===== config.mk =====
export PLATFORM = sky130hd
export DESIGN_NAME = dlte_ctrl
export DESIGN_NICKNAME = d
export VERILOG_FILES = /design/src/hdl/dhcp_lease_table_engine_unit_macros.svh /design/src/hdl/dlte_pkg.sv /design/src/hdl/dlte_ctrl.sv
export SDC_FILE = /design/constraint.sdc
export NUM_CORES = 1
export LEC_CHECK = 0
export ABC_CLOCK_PERIOD_IN_PS = 2350
export BUFFER_PORTS_ARGS = -buffer_cell sky130_fd_sc_hd__buf_2
export CAP_MARGIN = 25
export CORE_ASPECT_RATIO = 0.9
export CORE_UTILIZATION = 40
export CTS_CLUSTER_DIAMETER = 150
export DETAILED_ROUTE_END_ITERATION = 10
export PLACE_DENSITY = 0.74
export SLEW_MARGIN = 20
export SYNTH_ARGS = -nofsm -noshare
export SYNTH_HDL_FRONTEND = slang
export SYNTH_SLANG_ARGS = --single-unit

===== constraint.sdc =====
create_clock -name aclk -period 2.35 [get_ports aclk]
set_clock_uncertainty 0.15 [all_clocks]
set_input_delay 0.47 -clock aclk [delete_from_list [all_inputs] [get_ports aclk]]
set_output_delay 0.47 -clock aclk [all_outputs]
set_load 0.01 [all_outputs]

===== src/hdl/dhcp_lease_table_engine_unit_macros.svh =====
// Assertion macros shared by the lease table engine.
`ifndef DHCP_LEASE_TABLE_ENGINE_UNIT_MACROS_SVH
`define DHCP_LEASE_TABLE_ENGINE_UNIT_MACROS_SVH

// same-cycle implication, disabled during reset
`define DLTE_ASSERT_NOW(lbl, ante, cons, msg) \
    lbl: assert property (@(posedge aclk) disable iff (!aresetn) (ante) |-> (cons)) \
        else $error(msg);

// next-cycle implication, disabled during reset
`define DLTE_ASSERT_NEXT(lbl, ante, cons, msg) \
    lbl: assert property (@(posedge aclk) disable iff (!aresetn) (ante) |=> (cons)) \
        else $error(msg);

`endif


===== src/hdl/dlte_pkg.sv =====
// Shared types, codes and constants of the lease table engine.
package dlte_pkg;

    localparam int LEASE_SLOTS_DEF = 1024;
    localparam int CFG_IDX_W       = 3;
    localparam int IN_TDATA_W      = 216;
    localparam int OUT_TDATA_W     = 72;

    localparam logic [31:0] OFFER_HOLD_RST   = 32'd60;
    localparam logic [31:0] DECLINE_HOLD_RST = 32'd3600;
    localparam logic [31:0] MIN_LEASE_RST    = 32'd60;
    localparam logic [31:0] MAX_LEASE_RST    = 32'd864000;
    localparam logic [7:0]  HOST_BCAST       = 8'hff;
    localparam logic [7:0]  HOST_NET         = 8'h00;

    localparam logic [CFG_IDX_W-1:0] CFG_OWN_IP       = 3'd0;
    localparam logic [CFG_IDX_W-1:0] CFG_POOL_FIRST   = 3'd1;
    localparam logic [CFG_IDX_W-1:0] CFG_POOL_LAST    = 3'd2;
    localparam logic [CFG_IDX_W-1:0] CFG_OFFER_HOLD   = 3'd3;
    localparam logic [CFG_IDX_W-1:0] CFG_DECLINE_HOLD = 3'd4;
    localparam logic [CFG_IDX_W-1:0] CFG_MIN_LEASE    = 3'd5;
    localparam logic [CFG_IDX_W-1:0] CFG_MAX_LEASE    = 3'd6;

    typedef enum logic [2:0] {
        REQ_DISCOVER = 3'd0,
        REQ_REQUEST  = 3'd1,
        REQ_DECLINE  = 3'd2,
        REQ_RELEASE  = 3'd3,
        REQ_INFORM   = 3'd4
    } req_type_t;

    typedef enum logic [2:0] {
        RPL_NONE   = 3'd0,
        RPL_OFFER  = 3'd1,
        RPL_ACK    = 3'd2,
        RPL_NAK    = 3'd3,
        RPL_INFORM = 3'd4
    } reply_kind_t;

    typedef enum logic [3:0] {
        ST_CLEAR, ST_IDLE, ST_LOOK, ST_DECIDE, ST_FADDR,
        ST_FSCAN, ST_FEND, ST_STORE, ST_VWRITE, ST_DONE
    } state_t;

    typedef enum logic [1:0] {
        SW_CLEAR, SW_LOOK, SW_FIND, SW_STORE
    } sweep_mode_t;

    typedef enum logic [1:0] {
        TGT_LEASE, TGT_REQ, TGT_ADDR, TGT_BEST
    } tgt_sel_t;

    typedef struct packed {
        logic [47:0] mac;
        logic [31:0] ip;
        logic [31:0] expiry;
    } slot_t;

    typedef struct packed {
        logic        load_in;
        logic        sweep_start;
        sweep_mode_t mode;
        logic        tgt_load;
        tgt_sel_t    tgt_sel;
        logic        addr_init;
        logic        addr_step;
        logic        reply_set;
        reply_kind_t reply_kind;
        logic        wr_decline;
        logic        wr_release;
        logic        wr_victim;
        logic        out_load;
    } cmd_t;

    typedef struct packed {
        logic       sweep_done;
        logic       find_hit;
        logic       drop;
        logic [2:0] req_type;
        logic       lease_hit;
        logic       lease_ip_zero;
        logic       req_ok;
        logic       want_zero;
        logic       want_match;
        logic       nak_ok;
        logic       decl_ok;
        logic       rel_ok;
        logic       addr_skip;
        logic       addr_last;
        logic       best_ok;
        logic       vic_hit;
        logic       out_free;
    } status_t;

endpackage


===== src/hdl/dlte_ctrl.sv =====
// Sequencing state machine of the lease table engine.
module dlte_ctrl (
    input  logic              aclk,
    input  logic              aresetn,
    input  logic              in_valid,
    output logic              in_ready,
    input  dlte_pkg::status_t stat,
    output dlte_pkg::cmd_t    cmd
);

    dlte_pkg::state_t state_reg, state_next;

    always_ff @(posedge aclk) begin
        if (!aresetn) begin
            state_reg <= dlte_pkg::ST_CLEAR;
        end else begin
            state_reg <= state_next;
        end
    end

    always_comb begin
        state_next = state_reg;
        unique case (state_reg)
            dlte_pkg::ST_CLEAR: begin
                if (stat.sweep_done) state_next = dlte_pkg::ST_IDLE;
            end
            dlte_pkg::ST_IDLE: begin
                if (in_valid) state_next = dlte_pkg::ST_LOOK;
            end
            dlte_pkg::ST_LOOK: begin
                if (stat.sweep_done) state_next = dlte_pkg::ST_DECIDE;
            end
            dlte_pkg::ST_DECIDE: begin
                state_next = dlte_pkg::ST_DONE;
                if (!stat.drop) begin
                    if (stat.req_type == dlte_pkg::REQ_DISCOVER) begin
                        if (stat.lease_hit) begin
                            if (!stat.lease_ip_zero) state_next = dlte_pkg::ST_STORE;
                        end else if (stat.req_ok) begin
                            state_next = dlte_pkg::ST_STORE;
                        end else begin
                            state_next = dlte_pkg::ST_FADDR;
                        end
                    end else if (stat.req_type == dlte_pkg::REQ_REQUEST) begin
                        if (!stat.want_zero && stat.want_match)
                            state_next = dlte_pkg::ST_STORE;
                    end
                end
            end
            dlte_pkg::ST_FADDR: begin
                if (!stat.addr_skip) state_next = dlte_pkg::ST_FSCAN;
                else if (stat.addr_last) state_next = dlte_pkg::ST_FEND;
            end
            dlte_pkg::ST_FSCAN: begin
                if (stat.sweep_done) begin
                    if (!stat.find_hit) state_next = dlte_pkg::ST_STORE;
                    else if (stat.addr_last) state_next = dlte_pkg::ST_FEND;
                    else state_next = dlte_pkg::ST_FADDR;
                end
            end
            dlte_pkg::ST_FEND: begin
                state_next = stat.best_ok ? dlte_pkg::ST_STORE : dlte_pkg::ST_DONE;
            end
            dlte_pkg::ST_STORE: begin
                if (stat.sweep_done) state_next = dlte_pkg::ST_VWRITE;
            end
            dlte_pkg::ST_VWRITE: begin
                state_next = dlte_pkg::ST_DONE;
            end
            dlte_pkg::ST_DONE: begin
                if (stat.out_free) state_next = dlte_pkg::ST_IDLE;
            end
            default: state_next = dlte_pkg::ST_IDLE;
        endcase
    end

    always_comb begin
        cmd            = '0;
        cmd.mode       = dlte_pkg::SW_LOOK;
        cmd.tgt_sel    = dlte_pkg::TGT_LEASE;
        cmd.reply_kind = dlte_pkg::RPL_NONE;
        in_ready       = (state_reg == dlte_pkg::ST_IDLE);

        cmd.load_in = (state_reg == dlte_pkg::ST_IDLE) && in_valid;

        if (state_next != state_reg) begin
            if (state_next == dlte_pkg::ST_LOOK) begin
                cmd.sweep_start = 1'b1;
                cmd.mode        = dlte_pkg::SW_LOOK;
            end else if (state_next == dlte_pkg::ST_FSCAN) begin
                cmd.sweep_start = 1'b1;
                cmd.mode        = dlte_pkg::SW_FIND;
            end else if (state_next == dlte_pkg::ST_STORE) begin
                cmd.sweep_start = 1'b1;
                cmd.mode        = dlte_pkg::SW_STORE;
                cmd.tgt_load    = 1'b1;
                if (state_reg == dlte_pkg::ST_FSCAN) begin
                    cmd.tgt_sel = dlte_pkg::TGT_ADDR;
                end else if (state_reg == dlte_pkg::ST_FEND) begin
                    cmd.tgt_sel = dlte_pkg::TGT_BEST;
                end else if (stat.req_type == dlte_pkg::REQ_DISCOVER && !stat.lease_hit) begin
                    cmd.tgt_sel = dlte_pkg::TGT_REQ;
                end
            end
        end

        unique case (state_reg)
            dlte_pkg::ST_DECIDE: begin
                cmd.addr_init = (state_next == dlte_pkg::ST_FADDR);
                if (!stat.drop) begin
                    if (stat.req_type == dlte_pkg::REQ_INFORM) begin
                        cmd.reply_set  = 1'b1;
                        cmd.reply_kind = dlte_pkg::RPL_INFORM;
                    end else if (stat.req_type == dlte_pkg::REQ_REQUEST && !stat.want_zero) begin
                        if (stat.want_match) begin
                            cmd.reply_set  = 1'b1;
                            cmd.reply_kind = dlte_pkg::RPL_ACK;
                        end else if (stat.nak_ok) begin
                            cmd.reply_set  = 1'b1;
                            cmd.reply_kind = dlte_pkg::RPL_NAK;
                        end
                    end
                    cmd.wr_decline = (stat.req_type == dlte_pkg::REQ_DECLINE) && stat.decl_ok;
                    cmd.wr_release = (stat.req_type == dlte_pkg::REQ_RELEASE) && stat.rel_ok;
                end
            end
            dlte_pkg::ST_FADDR: begin
                cmd.addr_step = stat.addr_skip;
            end
            dlte_pkg::ST_FSCAN: begin
                cmd.addr_step = stat.sweep_done && stat.find_hit;
            end
            dlte_pkg::ST_VWRITE: begin
                cmd.wr_victim = stat.vic_hit;
                if (stat.vic_hit && stat.req_type == dlte_pkg::REQ_DISCOVER) begin
                    cmd.reply_set  = 1'b1;
                    cmd.reply_kind = dlte_pkg::RPL_OFFER;
                end
            end
            dlte_pkg::ST_DONE: begin
                cmd.out_load = stat.out_free;
            end
            default: begin
            end
        endcase
    end

endmodule


### Word level (Yosys, flattened, before mapping)

Cells that the tools add are included.

* equal/unequal tests: 18
* multiplexer cells: 40
* reduce and logical (&&, ||, !) cells: 12

Operators by type and width (number)
* 4-bit 2-to-1 mux: 20
* 4-bit case mux with 10 select lines: 1
* 4-bit by 3-bit equality test with 1-bit output (second input constant): 7
* 6-bit 2-to-1 mux: 3
* 4-bit by 2-bit equality test with 1-bit output (second input constant): 3
* 2-bit 2-to-1 mux: 6
* 3-bit 2-to-1 mux: 4
* 4-bit equality test (second input constant): 2
* 1-bit logical AND: 8
* 4-bit case mux with 2 select lines: 1
* 3-bit by 2-bit equality test with 1-bit output (second input constant): 2
* 4-bit by 1-bit equality test with 1-bit output (second input constant): 1
* 4-bit logical NOT: 1
* 1-bit 2-to-1 mux: 4
* 4-bit != test: 1
* 3-bit by 1-bit equality test with 1-bit output (second input constant): 1
* 3-bit equality test (second input constant): 1
* 3-bit logical NOT: 1
* 1-bit logical NOT: 2
* 1-bit case mux with 2 select lines: 1

* bits in registers: 4
* input bits: 22
* output and inout port bits: 18
* logic and storage cells: 71

### Longest topological paths before layout

* depth after elaboration: 12
* gate-level depth with buffers: 7
* depth with buffers taken out: 5

### Worst setup path after synthesis

No wires, ideal clock.

* path type: in2out
* start point: input port stat[12] (netlist bit)
* end point: output port cmd[14] (netlist bit)
* arrival time: 1709 ps
* required time: 1730 ps
* setup slack: 21 ps
* cell stages on the path: 5
* path buffers: 0
* cell sequence: or4_4 -> nor2_4 -> o21ai_1 -> mux2_2 -> a21oi_1

RTL lines
* start: declaration: line dlte_ctrl.sv:7 `input dlte_pkg::status_t stat,`
* end: declaration: line dlte_ctrl.sv:8 `output dlte_pkg::cmd_t cmd`

==> reports/qor.csv <==
stage,metric,value,unit
yosys,xor/xnor share of the synthesized area,0,
setup_path,crit start category,input pin,
timing,setup violators final,8,
floorplanning,Core ar.,1530,um2
timing,Final Hold Vio Count,0,
floorplanning,Ports,40,
clocking,Root Buffer,clkbuf_4,
power,"Power, Total",324,uW
layout,"commonest non-fill, non-tap cells in the layout","buf_2 (36), buf_4 (16), a21oi_1 (9), nor2_1 (9)",
layout,area growth from synthesis to layout,69.0,%
drt,remaining antenna violation count,0,
grt,largest net degree at the start of global routing,12,
placement,DP Worst Slack,-0.245,ns
clocking,clock-pin slew on the worst setup and hold paths,0.04,ns
hold_path,hold path start,aresetn,
clocking,TritonCTS buffer count,3,
grt,met3 Resource Use GR,0.0565,
floorplanning,DIE WIDTH,45.9,um
grt,Most Crowded Layer GR,met2,
setup_path,critical path class,input pin to output pin,
yosys,post-synthesis compound-gate area fraction,0.323,
layout,Filler cells,119,
yosys,Post-Synth Adder-Cell Area,0,
clocking,# H-tree levels,1,
setup_path,Worst Path Arrival,1.91,ns
yosys,"Avg Cell Area, Syn",7.15,um2
timing,fin crit share,1.08,
power,Max VDD drop,0.000365,V
layout,Final Cell Area,1170,um2
yosys,Yosys reg bits,4,
grt,Global Route met1 Usage,0.338,
timing,Slew headroom,0.683,
setup_path,crit path max fanout,5,
power,P_leak,0.534,nW
grt,antenna violations before repair,0,
yosys,post-synth cell types,43,
drt,Routed WL,2.53,mm
yosys,"Primary FF master, synth",dfxtp_1,
grt,vias in the first global route,949,
status,failing checks,setup timing,
layout,"most common cell after layout, fill and taps aside",buf_2,
setup_path,WP data required,1.73,ns
yosys,Yosys top cell by area,dfxtp_1,
clocking,cts-stage hold buffer count,0,
placement,DPL Wire Length,1.92,mm
placement,placer congestion estimate,0.909,
yosys,Post-Synth Simple-Gate Area,0.462,
yosys,Yosys warnings,0,
placement,placed instance area,993,um2
yosys,largest family of logic cells by synthesized area,simple AND/OR/NAND/NOR gates,
layout,layout cell share with drive strength beyond 1,0.570,
yosys,syn nets,119,
grt,met2 usage in global routing,0.468,
timing,fmax,395,MHz
drt,vias post-DR,988,
setup_path,worst r2r src,state_reg[0],
placement,PortBufs,39,
hold_path,HP Class,input pin to flop,
grt,global-route wire length before repair,3.93,mm
floorplanning,Die Ht,41.5,um
drt,Residual DRC,0,
yosys,ranking of synthesized cells by area,"dfxtp_1 (12%), a21oi_1 (7.9%), nand2b_1 (6.3%), and2_1 (5.4%), nor2_1 (4.9%)",
grt,all-layer global routing usage,0.267,
clocking,CTS sink count,4,
job,Max Cap Viol,0,
floorplanning,Die Area,1900,um2
setup_path,CP startpoint,stat[12],
timing,RSZ-0062 raised after global routing,true,
layout,final net count,175,
yosys,mapped cell area,693,um2
status,status,"finished, violations left",
placement,Post-Place Cells,168,
layout,ANT cells,0,
power,pwr/cell area,276,nW/um2
clocking,Clock Path Buffers,2,
drt,Detailed Route Iter0 Violations,27,
yosys,multiplexer area fraction after synthesis,0.0325,
layout,Finished Layout Cells,173,
clocking,clock latency on the worst-skew pair,0.24,ns
setup_path,R2R Setup Slk,0.52,ns
yosys,cells after synthesis,97,
timing,final worst slack,-0.180,ns
drt,drt pass-1 iters,4,
setup_path,CP endpoint kind,output pin,
drt,routed len/inst,14.6,um
yosys,fraction of registers with async set/reset,0,
drt,vias per inst,5.71,
clocking,CTS tree,done,
timing,post-layout min period,2.53,ns
yosys,Synth top area share,0.116,
timing,Max Slew Vio Count,0,
timing,Least-Margin Pin Slew,0.471,ns
floorplanning,Row Count,13,
grt,total grt overflow,0,
yosys,share of the yosys chip area belonging to registers,0.116,
yosys,"EDFF count, synth",0,
floorplanning,Initial Util,0.453,
layout,max FFs per register,4,
[final timing paths]
kind / end / cells after the start
hold reg to reg: state_reg[1] / 2
hold / removal: state_reg[3] / 2
setup reg to reg: state_reg[3] / 5
setup / recovery: cmd[15] / 7
[per-stage QoR]
stage | hold WS (ns) | utilization | setup TNS, ns
after floorplan | 0.442 | - | 0
after CTS | 0.332 | 0.715 | -0.919
after global placement | 0.577 | 0.650 | -1.08
final | 0.331 | 0.766 | -0.918
after detailed placement | 0.573 | 0.650 | -1.32
after global routing | 0.331 | 0.766 | -1.31
[kinds of logic (layout without fill, tap and decap cells)]
family,count (synthesis),in the layout
AND/OR/NAND/NOR,51,51
flip-flops,4,4
multiplexers,2,2
AO/OA/AOI/OAI,31,31
buffers and inverters,9,63
[cells in the mapped netlist (all sizes together) (2+ instances only)]
cell,count
dfxtp,4
buf,3
a21oi,11
nor3,3
a211oi,3
or4,2
mux2,2
nor2,12
o221ai,3
and2,6
or3,2
nand2,4
inv,5
and3,2
o21ai,5
nand2b,7
nand3b,4
a21o,2
nor4b,2
[worst max-delay path: stages]
cell      delay (ns)
buf_6           0.09
or4_4           0.57
o311ai_4        0.27
o211ai_4        0.15
a21oi_2         0.17
a21oi_1         0.05
buf_2           0.14
[repair_timing]
| item | CTS | global route |
|---|---|---|
| setup buffers | 0 | 2 |
| gates resized for setup | 12 | 12 |
| setup endpoints to repair | 10 | 11 |
| pin swaps | 8 | 4 |
[power breakdown]
group	switching, mW	leakage (nW)	internal (mW)
combinational	0.0834	0.486	0.0756
clock	0.0279	0.0138	0.0571
sequential	0.00697	0.0341	0.0727
[routing by layer]
layer | vias to the layer above | wire length [um]
met3 | 8 | 125
met1 | 467 | 1100
met5 | - | 0
li1 | 474 | -
met4 | 0 | 45
met2 | 39 | 1250
[final cells by class]
class	count	area (um2)	area share
tap	22	27.5	0.0235
sequential	4	86.3	0.0737
clock buffer	3	22.5	0.0192
timing repair buffer	55	334	0.285
multi-input combinational	84	682	0.582
inverter	5	18.8	0.0160
Note: power is estimated with default switching activity, not from simulation.
